`config.mk`:
```
export PLATFORM = sky130hd
export DESIGN_NAME = pcpa_xlate
export DESIGN_NICKNAME = d
export VERILOG_FILES = /design/src/rtl/pcpa_pkg.sv /design/src/rtl/pcpa_xlate.sv
export SDC_FILE = /design/constraint.sdc
export NUM_CORES = 1
export LEC_CHECK = 0
export ABC_AREA = 1
export BUFFER_PORTS_ARGS = -buffer_cell sky130_fd_sc_hd__buf_2
export CORE_MARGIN = 3
export CORE_UTILIZATION = 47
export DETAILED_ROUTE_END_ITERATION = 8
export PLACE_DENSITY_LB_ADDON = 0.12
export SLEW_MARGIN = 10
export SYNTH_ARGS = -nofsm -noshare
export SYNTH_HDL_FRONTEND = slang
export SYNTH_SLANG_ARGS = --single-unit
```
`constraint.sdc`:
```
create_clock -name vclk -period 2.9
set_input_delay 0.145 -clock vclk [all_inputs]
set_output_delay 0.145 -clock vclk [all_outputs]
set_load 0.03 [all_outputs]
```
`src/rtl/pcpa_pkg.sv`:
```
`default_nettype none

package pcpa_pkg;

  localparam int DEF_NUM_CPUS   = 8;
  localparam int DEF_NUM_PAGES  = 32768;
  localparam int DEF_PAGE_BYTES = 4096;

  localparam int REQ_CPU_W   = 3;
  localparam int ADDR_W      = 32;
  localparam int IN_TDATA_W  = 40;
  localparam int OUT_TDATA_W = 40;
  localparam int CFG_AW      = 1;
  localparam int CFG_DW      = 32;

  localparam logic [CFG_DW-1:0] POOL_START_RST = 32'h8000_0000;
  localparam logic [CFG_DW-1:0] POOL_STOP_RST  = 32'h8800_0000;

  localparam logic [CFG_AW-1:0] CFG_POOL_START = 1'b0;
  localparam logic [CFG_AW-1:0] CFG_POOL_STOP  = 1'b1;

  typedef enum logic {
    OP_ALLOC = 1'b0,
    OP_FREE  = 1'b1
  } op_t;

  typedef enum logic [1:0] {
    ST_ALLOC   = 2'd0,
    ST_FREED   = 2'd1,
    ST_OOM     = 2'd2,
    ST_BADFREE = 2'd3
  } status_t;

  typedef enum logic [2:0] {
    S_IDLE,
    S_FREE,
    S_LOOK,
    S_POP,
    S_SCAN,
    S_VMETA,
    S_WALK,
    S_STEAL
  } state_t;

endpackage

`default_nettype wire

```
`src/rtl/pcpa_xlate.sv`:
```
`default_nettype none

module pcpa_xlate import pcpa_pkg::*; #(
  parameter int NUM_PAGES  = DEF_NUM_PAGES,
  parameter int PAGE_BYTES = DEF_PAGE_BYTES,
  localparam int PW = $clog2(NUM_PAGES)
) (
  input  wire logic [ADDR_W-1:0] pool_start,
  input  wire logic [ADDR_W-1:0] pool_stop,
  input  wire logic [ADDR_W-1:0] free_addr,
  input  wire logic [PW-1:0]     page,
  output logic                   free_ok,
  output logic      [PW-1:0]     free_page,
  output logic      [ADDR_W-1:0] page_addr
);

  localparam int LPB = $clog2(PAGE_BYTES);
  localparam int NW  = ADDR_W - LPB;

  logic [NW:0] base_pn;
  logic [NW:0] diff;
  logic [32:0] diff_w;
  logic [32:0] addr_sum;
  logic [32:0] addr_sh;
  logic        aligned;
  logic        above;
  logic        below;

  // Page number of the pool base: pool_start rounded up to a whole page.
  assign base_pn = {1'b0, pool_start[ADDR_W-1:LPB]} + (NW+1)'(|pool_start[LPB-1:0]);

  assign aligned = (free_addr[LPB-1:0] == '0);
  assign above   = (free_addr >= pool_start);
  assign below   = (free_addr < pool_stop);

  // An aligned address at or above pool_start is never below the rounded base.
  assign diff    = {1'b0, free_addr[ADDR_W-1:LPB]} - base_pn;
  assign diff_w  = 33'(diff);
  assign free_ok = aligned && above && below && (diff_w < 33'(NUM_PAGES));
  assign free_page = diff_w[PW-1:0];

  assign addr_sum  = 33'(base_pn) + 33'(page);
  assign addr_sh   = addr_sum << LPB;
  assign page_addr = addr_sh[ADDR_W-1:0];

endmodule

`default_nettype wire

```
# Word-level counts from Yosys, hierarchy flattened
# Cells that the tools add are included.
# totals
input_bits	111
ff_bits	0
# classes
n_reduce_logical	5
order_cmp	3
add_sub_neg	3
# ops
op	count
$ge A32 B32 Y1	1
$lt A32 B32 Y1	1
$add A20 B1 Y21	1
$lt A21 B16 Y1 const B	1
$sub A20 B21 Y21	1
$add A20 B15 Y20	1
$logic_not A12 Y1	1
$reduce_or A12 Y1	1
$logic_and A1 B1 Y1	3

# Logic depth before layout (Yosys ltp)
# logic_depth
ltp_word	5
ltp_mapped	25
ltp_nobuf	25

# Least setup slack after synthesis
# Ideal clock, no wire load.
# synth_timing
path_kind	input-to-output
start	input port pool_start[5]
end	output port free_ok
setup_slack_ns	-0.304
t_required_ns	2.755
path_stages	23
t_arrival_ns	3.059
cell_sequence	nor4_1 -> nand3_1 -> ha_1 -> nand2_1 -> nor2_2 -> nand2_1 -> nor2_1 -> xor2_1 -> inv_1 -> ha_1 -> nand2_1 -> nor2_1 -> inv_1 -> nor2_1 -> nand2_1 -> nand2_1 -> nand4_1 -> nand2_1 -> nand2_1 -> nand2_1 -> xor2_1 -> nand2_1 -> nor2_1
# synth_between
elab_chain_len	5
elab_cells_between_ends	8
cone_classes	2 x add/sub; 2 x order compare; 4 x reduce/logical
# synth_rtl
element	line	rtl
from (decl)	pcpa_xlate.sv:8	input wire logic [ADDR_W-1:0] pool_start,
$reduce_or A12 Y1	pcpa_xlate.sv:30	assign base_pn = {1'b0, pool_start[ADDR_W-1:LPB]} + (NW+1)'(|pool_start[LPB-1:0]);
$add A20 B1 Y21	pcpa_xlate.sv:30	
$sub A20 B21 Y21	pcpa_xlate.sv:37	assign diff = {1'b0, free_addr[ADDR_W-1:LPB]} - base_pn;
$lt A21 B16 Y1	pcpa_xlate.sv:39	assign free_ok = aligned && above && below && (diff_w < 33'(NUM_PAGES));
$logic_and A1 B1 Y1 *	pcpa_xlate.sv:39	
to (decl)	pcpa_xlate.sv:12	output logic free_ok,
# Mark *: on every way between the ends. The rest lies on a longest branch, timed or not.

# Worst setup path in the final report
# layout_timing
start	input port pool_start[9]
end	output port free_ok
# Same word-level chain as after synthesis.

==> results_dict.tcl <==
set metrics [dict create \
    crit_path_start_kind "input port" \
    clockBufferCount 0 \
    synth_area_per_cell_um2 6.03 \
    final_max_slew_viol_count 0 \
    ir_drop_v 0.000168 \
    grt_first_pass_wirelength_um 24000 \
    p_leak_nw 3.95 \
    ant_nets 0 \
    drtPass1Iterations 9 \
    violations "DRC, setup timing" \
    crit_path_end_kind "output port" \
    min_period_ns 3.80 \
    track_usage_pct 29.3 \
    stdcell_area_mm2 0.00729 \
    critPathArrivalTime_ns 3.65 \
    io_buffer_count 147 \
    drtIter0Drc 728 \
    cellPowerDensity_mw_per_mm2 267 \
    synth-xor-area-share_pct 9.46 \
    core_mm2 0.00797 \
    synth_cell_types 36 \
    ios 159 \
    whs_ns 0.684 \
    cp-startpoint "pool_start[9]" \
    wire_per_inst_um 21.6 \
    grt_max_degree 6 \
    multiInputGateArea_mm2 0.00458 \
    min_path_type "input port to output port" \
    wl_um 22700 \
    grt_pass1_vias 5503 \
    muxShareOfSynthArea_pct 0 \
    syn_to_final_growth_pct 83.7 \
    gp_congestion 0.944 \
    slew_headroom_pct 66.8 \
    layout.area.seq_um2 0 \
    dieArea_mm2 0.00958 \
    pre_cts_slack_ns -0.683 \
    required_ns 2.76 \
    top_layer "met4" \
    antenna_found_initial 0 \
    design.seq.count 0 \
    synth_adder_area_share_pct 32.2 \
    synthTopCellsByArea "ha_1, nand2_1, inv_1, a21oi_1, xor2_1" \
    placementRows 32 \
    dr_wl_met2_um 10200 \
    drc 10 \
    synth-simple-area-share_pct 28.8 \
    drive_above_1_share_pct 50.6 \
    max_freq_mhz 263 \
    nets 1163 \
    num-fill-cells 303 \
    critPathKind "input port to output port" \
    die_h_um 97.9 \
    setup_ws_ns -0.897 \
    fin_crit_sh_pct 131 \
    timing.final.hold_violations 0 \
    setup.worst_path.end "free_ok" \
    netlist_instances 658 \
    synth_compound_area_share_pct 14.3 \
    yosysSeqAreaShare_pct 0 \
    placed_cell_area_mm2 0.00568 \
    crit_fanout 3 \
    yosysWarnings 0 \
    place_inst 1019 \
    yosys.area.top_type "ha_1" \
    synth_area_mm2 0.00397 \
    fin_cells 1052 \
    worstMarginPinSlew_ns 0.493 \
    dr_wl_met3_um 2530 \
    die_w_um 97.9 \
    start_util_pct 49.8 \
    setup_viol 26 \
    wl_met1_um 7510 \
    viasPerCell 6.13 \
    drv_cap 0 \
    overflow 0 \
    dp_hpwl_um 11600 \
    status "finished with violations" \
    synth_top_family_by_area "adder cells" \
    synth_top_cell_area_share_pct 31.2 \
    vias 6452 \
    rsz0062_at_grt "yes" \
]
-- synth_stat cells, types with 3 or more instances --
master and count:
a21oi_1 66, a31oi_1 3, buf_4 12, ha_1 99, inv_1 133, nand2_1 148
nand3_1 24, nand4_1 14, nor2_1 46, nor2_2 3, nor2_4 4, nor3_1 9
nor4_1 6, o211ai_1 3, o21ai_0 21, xnor2_1 12, xor2_1 29
-- metrics by stage --
| step | TNS (ns) | power [W] | utilization [%] |
|---|---|---|---|
| global route | -10.64 | 0.00203 | 91.5 |
| finish | -8.22 | 0.00195 | 91.5 |
| floorplan | -0.0517 | 0.000777 | - |
| CTS | -2.08 | 0.00151 | 82.0 |
| global placement | -7.02 | 0.00124 | 71.3 |
| detailed placement | -10.14 | 0.00128 | 71.3 |
-- layer usage --
layer | global-route usage, % | vias up
li1 | - | 2705
met1 | 33.4 | 2851
met2 | 56.7 | 638
met3 | 1.93 | 258
met4 | 10.4 | 0
met5 | 0 | -
-- worst max-delay path, cell delays in order --
cell     delay, ns
buf_2         0.12
nor4_4        0.05
nand3_2       0.13
ha_4          0.19
nand3_4       0.09
nor2_4        0.18
nand2_1       0.12
nor4_2        0.38
nand4_1       0.18
xor2_1        0.25
ha_1          0.32
nand2_1       0.13
nor2_1        0.08
and3_1        0.18
nand2_1       0.12
nand3_2       0.12
nand2_1       0.13
nand2_1       0.07
nor2_1        0.10
nand2_1       0.05
nor2_1        0.10
nand4_1       0.15
nor2_4        0.11
buf_6         0.14
-- final cells by class --
| cell class | instances | area share [%] |
|---|---|---|
| diodes | 1 | 0.0343 |
| inverters | 135 | 7.02 |
| multi-input cells | 522 | 62.8 |
| well taps | 102 | 1.75 |
| repair buffers | 292 | 28.4 |
-- how the worst min path moves through the flow --
stage	to	slack (ns)	startpoint	cells past startpoint
after floorplan	page_addr[12]	0.56	page[0]	1
after global placement	page_addr[12]	0.66	page[0]	3
after detailed placement	page_addr[12]	0.68	page[0]	3
after CTS	page_addr[12]	0.68	page[0]	3
after global routing	page_addr[12]	0.72	page[0]	3
final	page_addr[12]	0.68	page[0]	3
-- placed cells by master, fill, tap and decap left out, drive strengths merged, types with 14 or more instances in the layout --
master  Yosys  routed
a21oi      66      66
buf        12     292
ha         99      99
inv       135     135
nand2     150     150
nand3      26      26
nand4      14      14
nor2       53      53
o21ai      24      24
xor2       30      30
-- power breakdown --
group                 total, W  leakage [nW]      internal, W  switching, W
clock network  0.0000000000469    0.00000634  0.0000000000469             0
registers                    0             0                0             0
logic                  0.00195          3.95         0.000841       0.00110
-- cells by family (layout without fill, tap and decap cells) --
group / count (synthesis) / count (layout)
and+or+nand+nor: 262 / 262
buffers and inverters: 147 / 427
AOI/OAI and AO/OA: 105 / 105
adders and majority gates: 101 / 101
xor gates and xnor gates: 42 / 42
other: 1 / 13
-- repair_timing --
| action | 4_1_cts | 5_1_grt |
|---|---|---|
| pin swaps | 37 | 82 |
| buffers inserted | 15 | 29 |
| setup endpoints to repair | 25 | 25 |
| gates resized for setup | 169 | 136 |
| hold buffers | 0 | 0 |
| hold endpoints to repair | 0 | 0 |
No activity file was read; power rests on OpenSTA's default activity.
